## src/sv/timed_event_queue_defines.svh

```systemverilog
// assertion helpers for the timed event queue rtl
`ifndef TIMED_EVENT_QUEUE_DEFINES_SVH
`define TIMED_EVENT_QUEUE_DEFINES_SVH

// same-cycle implication, checked out of reset
`define TEQ_ASSERT_IMP(label, ante, cons, msg) \
    label: assert property (@(posedge clk) disable iff (!rst_n) (ante) |-> (cons)) \
        else $error(msg);

// next-cycle implication, checked out of reset
`define TEQ_ASSERT_NXT(label, ante, cons, msg) \
    label: assert property (@(posedge clk) disable iff (!rst_n) (ante) |=> (cons)) \
        else $error(msg);

`endif

```

## src/sv/teq_pkg.sv

```systemverilog
`default_nettype none
package teq_pkg;

    localparam int QUEUE_DEPTH_DEF = 16;
    localparam int TIME_W          = 32;
    localparam int PROC_W          = 8;
    localparam int OP_W            = 4;
    localparam int KIND_W          = 4;
    localparam int COUNT_OUT_W     = 5;

    typedef enum logic {
        ACT_INSERT = 1'b0,
        ACT_POLL   = 1'b1
    } action_t;

    typedef struct packed {
        logic [TIME_W-1:0] time_value;
        logic [PROC_W-1:0] process_number;
        logic [OP_W-1:0]   operation_code;
        logic [KIND_W-1:0] interrupt_kind;
    } entry_t;

    typedef struct packed {
        action_t           action;
        logic [TIME_W-1:0] time_value;
        logic [PROC_W-1:0] process_number;
        logic [OP_W-1:0]   operation_code;
        logic [KIND_W-1:0] interrupt_kind;
    } req_t;

    typedef struct packed {
        logic                   event_valid;
        logic [TIME_W-1:0]      out_time;
        logic [PROC_W-1:0]      out_process;
        logic [OP_W-1:0]        out_operation;
        logic [KIND_W-1:0]      out_kind;
        logic                   queue_full;
        logic [COUNT_OUT_W-1:0] queue_count;
    } rsp_t;

    // per-cycle command broadcast to every cell
    typedef struct packed {
        logic insert_en;
        logic pop_en;
    } ctrl_t;

endpackage
`default_nettype wire

```

## src/sv/teq_stream_if.sv

```systemverilog
`default_nettype none
interface teq_stream_if #(
    parameter type payload_t = logic
);
    logic     valid;
    logic     ready;
    payload_t data;

    modport source (output valid, output data, input ready);
    modport sink   (input valid, input data, output ready);
endinterface
`default_nettype wire

```

## src/sv/teq_cell.sv

```systemverilog
`default_nettype none
module teq_cell (
    input  wire logic            clk,
    input  wire teq_pkg::ctrl_t  ctrl,
    input  wire teq_pkg::entry_t new_entry,
    input  wire logic            occupied,
    input  wire logic            left_lt,
    input  wire teq_pkg::entry_t left_entry,
    input  wire teq_pkg::entry_t right_entry,
    output teq_pkg::entry_t      entry,
    output logic                 lt
);

    teq_pkg::entry_t entry_reg;
    teq_pkg::entry_t entry_next;

    // stored event is strictly earlier than the incoming one
    assign lt    = occupied && (entry_reg.time_value < new_entry.time_value);
    assign entry = entry_reg;

    always_comb
    begin
        entry_next = entry_reg;
        priority if (ctrl.insert_en)
        begin
            // earlier entries stay, the insert slot takes the new beat, equal or later ones shift right
            if (!lt)
            begin
                entry_next = left_lt ? new_entry : left_entry;
            end
        end
        else if (ctrl.pop_en)
        begin
            entry_next = right_entry;
        end
    end

    always_ff @(posedge clk)
    begin
        entry_reg <= entry_next;
    end

endmodule
`default_nettype wire

```

## src/sv/teq_chain.sv

```systemverilog
`default_nettype none
module teq_chain #(
    parameter  int QUEUE_DEPTH = teq_pkg::QUEUE_DEPTH_DEF,
    localparam int CNT_W       = $clog2(QUEUE_DEPTH + 1)
) (
    input  wire logic             clk,
    input  wire teq_pkg::ctrl_t   ctrl,
    input  wire teq_pkg::entry_t  new_entry,
    input  wire logic [CNT_W-1:0] count,
    output teq_pkg::entry_t       head
);

    teq_pkg::entry_t cell_entry [QUEUE_DEPTH];
    logic            cell_lt    [QUEUE_DEPTH];

    for (genvar i = 0; i < QUEUE_DEPTH; i++)
    begin : g_cell
        logic            occupied;
        logic            left_lt;
        teq_pkg::entry_t left_entry;
        teq_pkg::entry_t right_entry;

        assign occupied = count > CNT_W'(i);

        if (i == 0)
        begin : g_first
            // head acts as if a smaller sentinel sat to its left
            assign left_lt    = 1'b1;
            assign left_entry = new_entry;
        end
        else
        begin : g_inner
            assign left_lt    = cell_lt[i-1];
            assign left_entry = cell_entry[i-1];
        end

        if (i == QUEUE_DEPTH - 1)
        begin : g_last
            assign right_entry = new_entry;
        end
        else
        begin : g_mid
            assign right_entry = cell_entry[i+1];
        end

        teq_cell u_cell (
            .clk         (clk),
            .ctrl        (ctrl),
            .new_entry   (new_entry),
            .occupied    (occupied),
            .left_lt     (left_lt),
            .left_entry  (left_entry),
            .right_entry (right_entry),
            .entry       (cell_entry[i]),
            .lt          (cell_lt[i])
        );
    end

    assign head = cell_entry[0];

endmodule
`default_nettype wire

```

## src/sv/timed_event_queue.sv

```systemverilog
// Timed event queue: a sorted row of QUEUE_DEPTH cells holding pending events,
// earliest due time at the head. An insert beat (action 0) places the event ahead
// of every stored event with an equal or later time; a poll beat (action 1) removes
// and returns the head if its time is at or before the carried time. Every request
// beat yields exactly one response beat, registered, in the cycle after acceptance.
// One request is taken every clock cycle: each cell compares its stored time with
// the incoming time in parallel and moves one slot left or right in the same cycle,
// so a beat's cost is a single 32-bit compare per cell plus the head compare. The
// request side stalls only while a response waits unread. Inserts into a full queue
// are dropped and flagged with queue_full; queue_count reports stored events after
// the beat (low 5 bits).
`default_nettype none
`include "timed_event_queue_defines.svh"
module timed_event_queue #(
    parameter  int QUEUE_DEPTH = teq_pkg::QUEUE_DEPTH_DEF,
    localparam int CNT_W       = $clog2(QUEUE_DEPTH + 1)
) (
    input  wire logic   clk,
    input  wire logic   rst_n,
    teq_stream_if.sink  req,
    teq_stream_if.source rsp
);

    logic [CNT_W-1:0] count_reg;
    logic [CNT_W-1:0] count_next;
    teq_pkg::rsp_t    rsp_reg;
    teq_pkg::rsp_t    rsp_next;
    logic             rsp_valid_reg;
    logic             rsp_valid_next;

    teq_pkg::ctrl_t   ctrl;
    teq_pkg::entry_t  new_entry;
    teq_pkg::entry_t  head;
    logic             accept;
    logic             full;
    logic             due;
    logic             is_insert;

    assign req.ready = !rsp_valid_reg || rsp.ready;
    assign accept    = req.valid && req.ready;
    assign is_insert = req.data.action == teq_pkg::ACT_INSERT;

    assign new_entry.time_value     = req.data.time_value;
    assign new_entry.process_number = req.data.process_number;
    assign new_entry.operation_code = req.data.operation_code;
    assign new_entry.interrupt_kind = req.data.interrupt_kind;

    assign full = count_reg == CNT_W'(QUEUE_DEPTH);
    assign due  = (count_reg != '0) && (head.time_value <= req.data.time_value);

    assign ctrl.insert_en = accept && is_insert && !full;
    assign ctrl.pop_en    = accept && !is_insert && due;

    teq_chain #(
        .QUEUE_DEPTH (QUEUE_DEPTH)
    ) u_chain (
        .clk       (clk),
        .ctrl      (ctrl),
        .new_entry (new_entry),
        .count     (count_reg),
        .head      (head)
    );

    always_comb
    begin
        count_next = count_reg;
        priority if (ctrl.insert_en)
        begin
            count_next = count_reg + CNT_W'(1);
        end
        else if (ctrl.pop_en)
        begin
            count_next = count_reg - CNT_W'(1);
        end
    end

    always_comb
    begin
        rsp_next             = '0;
        rsp_next.queue_count = teq_pkg::COUNT_OUT_W'(count_next);
        rsp_next.queue_full  = is_insert && full;
        if (ctrl.pop_en)
        begin
            rsp_next.event_valid   = 1'b1;
            rsp_next.out_time      = head.time_value;
            rsp_next.out_process   = head.process_number;
            rsp_next.out_operation = head.operation_code;
            rsp_next.out_kind      = head.interrupt_kind;
        end
    end

    always_comb
    begin
        rsp_valid_next = rsp_valid_reg;
        priority if (accept)
        begin
            rsp_valid_next = 1'b1;
        end
        else if (rsp.ready)
        begin
            rsp_valid_next = 1'b0;
        end
    end

    always_ff @(posedge clk or negedge rst_n)
    begin
        if (!rst_n)
        begin
            count_reg     <= '0;
            rsp_valid_reg <= 1'b0;
        end
        else
        begin
            count_reg     <= count_next;
            rsp_valid_reg <= rsp_valid_next;
        end
    end

    // response payload only moves on an accepted request beat
    always_ff @(posedge clk)
    begin
        if (accept)
        begin
            rsp_reg <= rsp_next;
        end
    end

    assign rsp.valid = rsp_valid_reg;
    assign rsp.data  = rsp_reg;

    `TEQ_ASSERT_IMP(a_count_bound, 1'b1, count_reg <= CNT_W'(QUEUE_DEPTH), "count above depth")
    `TEQ_ASSERT_IMP(a_pop_nonempty, ctrl.pop_en, count_reg != '0, "pop from empty queue")
    `TEQ_ASSERT_NXT(a_insert_grows, ctrl.insert_en, count_reg == $past(count_reg) + CNT_W'(1), "insert did not grow count")
    `TEQ_ASSERT_IMP(a_event_not_full, rsp_valid_reg && rsp_reg.event_valid, !rsp_reg.queue_full, "event beat flagged full")

endmodule
`default_nettype wire

```

## src/flat_wrapper.sv

```systemverilog
// flat-port wrapper written by rule: the top's interface ports become plain ports
module timed_event_queue_flat 
#(
    parameter  int QUEUE_DEPTH = teq_pkg::QUEUE_DEPTH_DEF,
    localparam int CNT_W       = $clog2(QUEUE_DEPTH + 1)
)
  (clk, rst_n, req_valid, req_data, req_ready, rsp_valid, rsp_data, rsp_ready);
  teq_stream_if #(.payload_t(teq_pkg::req_t)) req_i ();
  teq_stream_if #(.payload_t(teq_pkg::rsp_t)) rsp_i ();
  input  wire logic clk;
  input  wire logic rst_n;
  input wire logic [$bits(req_i.valid)-1:0] req_valid;
  input wire logic [$bits(req_i.data)-1:0] req_data;
  output wire logic [$bits(req_i.ready)-1:0] req_ready;
  output wire logic [$bits(rsp_i.valid)-1:0] rsp_valid;
  output wire logic [$bits(rsp_i.data)-1:0] rsp_data;
  input wire logic [$bits(rsp_i.ready)-1:0] rsp_ready;
  assign req_i.valid = req_valid;
  assign req_i.data = req_data;
  assign req_ready = req_i.ready;
  assign rsp_valid = rsp_i.valid;
  assign rsp_data = rsp_i.data;
  assign rsp_i.ready = rsp_ready;
  timed_event_queue #(.QUEUE_DEPTH(QUEUE_DEPTH)) u_core (.clk(clk), .rst_n(rst_n), .req(req_i), .rsp(rsp_i));
endmodule
```

## config.mk

```make
export PLATFORM = sky130hd
export DESIGN_NAME = timed_event_queue_flat
export DESIGN_NICKNAME = d
export VERILOG_FILES = /design/src/sv/teq_pkg.sv /design/src/sv/teq_stream_if.sv /design/src/sv/teq_cell.sv /design/src/sv/teq_chain.sv /design/src/sv/timed_event_queue.sv /design/src/flat_wrapper.sv
export VERILOG_INCLUDE_DIRS = /design/src /design/src/sv
export SDC_FILE = /design/constraint.sdc
export NUM_CORES = 2
export LEC_CHECK = 0
export ABC_AREA = 1
export BUFFER_PORTS_ARGS = -buffer_cell sky130_fd_sc_hd__buf_4
export CORE_UTILIZATION = 60
export CTS_CLUSTER_DIAMETER = 40
export DETAILED_ROUTE_END_ITERATION = 6
export PLACE_DENSITY = 0.77
export REMOVE_ABC_BUFFERS = 1
export SLEW_MARGIN = 20
export SYNTH_ARGS = -nofsm -noshare
export SYNTH_HDL_FRONTEND = slang
export SYNTH_SLANG_ARGS = --single-unit
```

## constraint.sdc

```tcl
create_clock -name clk -period 4.7 [get_ports clk]
set_clock_uncertainty 0.2 [all_clocks]
set_input_delay 0.94 -clock clk [delete_from_list [all_inputs] [get_ports clk]]
set_output_delay 0.94 -clock clk [all_outputs]
set_load 0.01 [all_outputs]
```

==> impl_metrics.tcl <==
set metrics [dict create \
    largest_register_ffs 768 \
    cts_resized 0 \
    min_path_cells 3 \
    stdcell_count 8548 \
    muxShareOfSynthArea 0 \
    yosys_warnings 0 \
    cts_inserted_buffers 138 \
    cp.arrival_ns 4.37 \
    nFillCells 7312 \
    cp-end-kind "register" \
    rr_worst_depth 13 \
    ys_async_sr_fraction 0.00724 \
    slew_headroom 0.247 \
    clkTransAtPathRegs_ns 0.05 \
    synth.yosys.seq_area_share 0.456 \
    hold_viol_final 0 \
    path_max_fanout 36 \
    final_nets 7814 \
    firstDrtPassIters 6 \
    die_width_um 303 \
    place_inst 8294 \
    vias 48400 \
    cap_violations 0 \
    status "completed" \
    required_ns 4.98 \
    worst_slack_ns 0.618 \
    peakVddDrop_v 0.000442 \
    clkSinkCount 829 \
    hold_start "req_data[13]" \
    fp-row-count 110 \
    hp-class "input port to register" \
    path_buf_inv 5 \
    routed.top_layer "met5" \
    met2_wirelength_mm 77.0 \
    yosys.area_share.simple 0.303 \
    die_h_um 303 \
    rsz0062_at_grt "no" \
    track_usage 0.376 \
    yosysTopAreaCell "edfxtp_1" \
    cp-startpoint "req_data[45]" \
    grt_pass1_vias 46600 \
    slowest_delay_ns 0.60 \
    rr_endpoint "u_core.u_chain.g_cell[1].u_cell.entry[24]" \
    syn_area_per_cell_um2 7.62 \
    leakage_nw 34.6 \
    antenna_found_initial 3 \
    area.growth.synth_to_final_pct 13.2 \
    met3WireLength_mm 19.6 \
    clkLatencyLatePin_ns 0.76 \
    grt_pass1_wl_mm 264 \
    cts_tree "done" \
    finalCritPeriodShare 0.869 \
    post_cts_buffers 0 \
    netlist.area_leader.share 0.453 \
    cp-start-kind "input port" \
    drc 0 \
    finalSetupTns_ns 0 \
    cp_cell_sequence "buf_4 > inv_1 > ha_1 > nand2_1 > nor2_1 > nand2_1 > nor3b_1 > buf_4 > nand2_1 > nand2_2 > buf_4 > buf_4 > nand2_1 > nand2_1 > o21ai_1" \
    syn_area_um2 54500 \
    coreArea_um2 90000 \
    die_area_um2 92100 \
    ys.flop_type "edfxtp_1" \
    timing.rr.start "u_core.u_chain.g_cell[0].u_cell.entry[46]" \
    avgRoutedWirePerCell_um 20.3 \
    overflow 0 \
    postRouteAntennaNets 0 \
    synth_edf_count 823 \
    htree_levels 4 \
    worstMarginPinSlew_ns 1.13 \
    synth_cell_types 37 \
    drt-initial-drc-count 6145 \
    power_density_nw_per_um2 530 \
    period_needed_ns 4.08 \
    cp_common_cell "nand2_1" \
    ctsHoldBuffers 1 \
    crit_type "input port to register" \
    grt_start_max_net_pins 202 \
    layout_commonest_cell "nand2_1" \
    worstHoldEndpoint "u_core.u_chain.g_cell[15].u_cell.entry[13]" \
    slowest_stage "buf_4" \
    fmax_mhz 245 \
    path_depth 15 \
    finalPower_mw 32.7 \
    layout_common_cells "nand2_1, edfxtp_1, inv_1" \
    port_buffers 109 \
    synth_top_family_by_area "simple AND/OR/NAND/NOR gates" \
    synth_seq_cells 829 \
    gp_congestion 1.01 \
    dp_hpwl_mm 116 \
    synth_adder_area_share 0.115 \
    reg2reg_slack_ns 0.77 \
    diodes 0 \
    pin_count 110 \
    cts-root-buf "clkbuf_16" \
    synth_cells 7153 \
    start_util 0.606 \
    synth-xor-area-share 0.000482 \
    finalSetupViolCount 0 \
    via_per_inst 5.66 \
    routed_wl_mm 173 \
    drive_gt1_frac 0.0780 \
    drt-met1-wl_mm 67.6 \
    synth_area_leaders "edfxtp_1, nand2_1, ha_1" \
    dpl_worst_slack_ns -0.00171 \
    synth_compound_gate_area_share 0.0397 \
    clockBufferDepth 3 \
    finalMaxSlewViolations 0 \
    crit_family "buffers and inverters" \
]
-- routing by layer --
layer	up-vias	GRT usage
met5	-	0
met2	2892	0.588
met1	22200	0.492
li1	22800	-
met3	523	0.0812
met4	6	0.193
-- metrics by stage --
stage,cell area (µm²),hold slack [ns],utilization
2_1_floorplan,53000,0.294,-
3_3_place_gp,57100,0.301,0.634
3_5_place_dp,57100,0.302,0.634
4_1_cts,61700,0.225,0.686
5_1_grt,61700,0.248,0.686
6_report,61700,0.259,0.686
-- where the power goes --
group | switching (mW) | total (mW) | internal [mW]
registers | 1.05 | 11.4 | 10.4
clock network | 3.89 | 10.2 | 6.33
logic | 7.74 | 11.0 | 3.30
-- cells in the mapped netlist, types with 2 or more instances --
master	count
ha_1	502
nand2_2	49
nand2_1	3855
nor3b_1	2
inv_2	3
a31oi_1	13
buf_6	15
o31ai_1	3
buf_2	152
nand3_1	128
nor4_1	10
a21oi_1	213
o2111ai_1	2
inv_1	820
nand4_1	22
xor2_1	2
o211ai_1	5
o21ai_1	23
nand3_2	9
and3_1	4
o21a_1	10
buf_1	4
a21o_1	2
edfxtp_1	823
nor3_1	16
dfrtp_1	6
o21bai_1	4
buf_4	35
clkbuf_1	97
nor2_1	184
a211oi_1	2
o21ai_0	133
-- kinds of logic (layout without fill, tap and decap cells) --
logic type | count (synthesis) | after routing
compound gates | 413 | 413
flops | 829 | 829
simple gates | 4280 | 4280
xor+xnor | 3 | 3
fa+ha+maj | 502 | 502
buf+inv | 1126 | 1345
-- cell type report --
| class | instances | area (µm²) | share of cell area |
|---|---|---|---|
| flip-flops and latches | 829 | 24900 | 0.403 |
| well taps | 1176 | 1470 | 0.0238 |
| repair buffers | 269 | 2560 | 0.0415 |
| clock buffers | 155 | 3590 | 0.0582 |
| inverters | 823 | 3100 | 0.0503 |
| multi-input cells | 5198 | 25100 | 0.407 |
| clock inverters | 98 | 1040 | 0.0168 |
-- worst max-delay path by stage --
stage	end	slack [ns]
2_1_floorplan	u_core.u_chain.g_cell[10].u_cell.entry[0]	-17.27
5_1_grt	u_core.u_chain.g_cell[1].u_cell.entry[13]	0.60
6_report	u_core.u_chain.g_cell[1].u_cell.entry[24]	0.62
4_1_cts	u_core.rsp.data[2]	0.78
3_3_place_gp	u_core.rsp.data[1]	0.09
3_5_place_dp	u_core.rsp.data[1]	-0.002
-- worst min-delay path: stages --
cell and delay (ns):
buf_4 0.09, nand2_1 0.04, nand2_1 0.04
No activity file was read; power rests on OpenSTA's default activity.
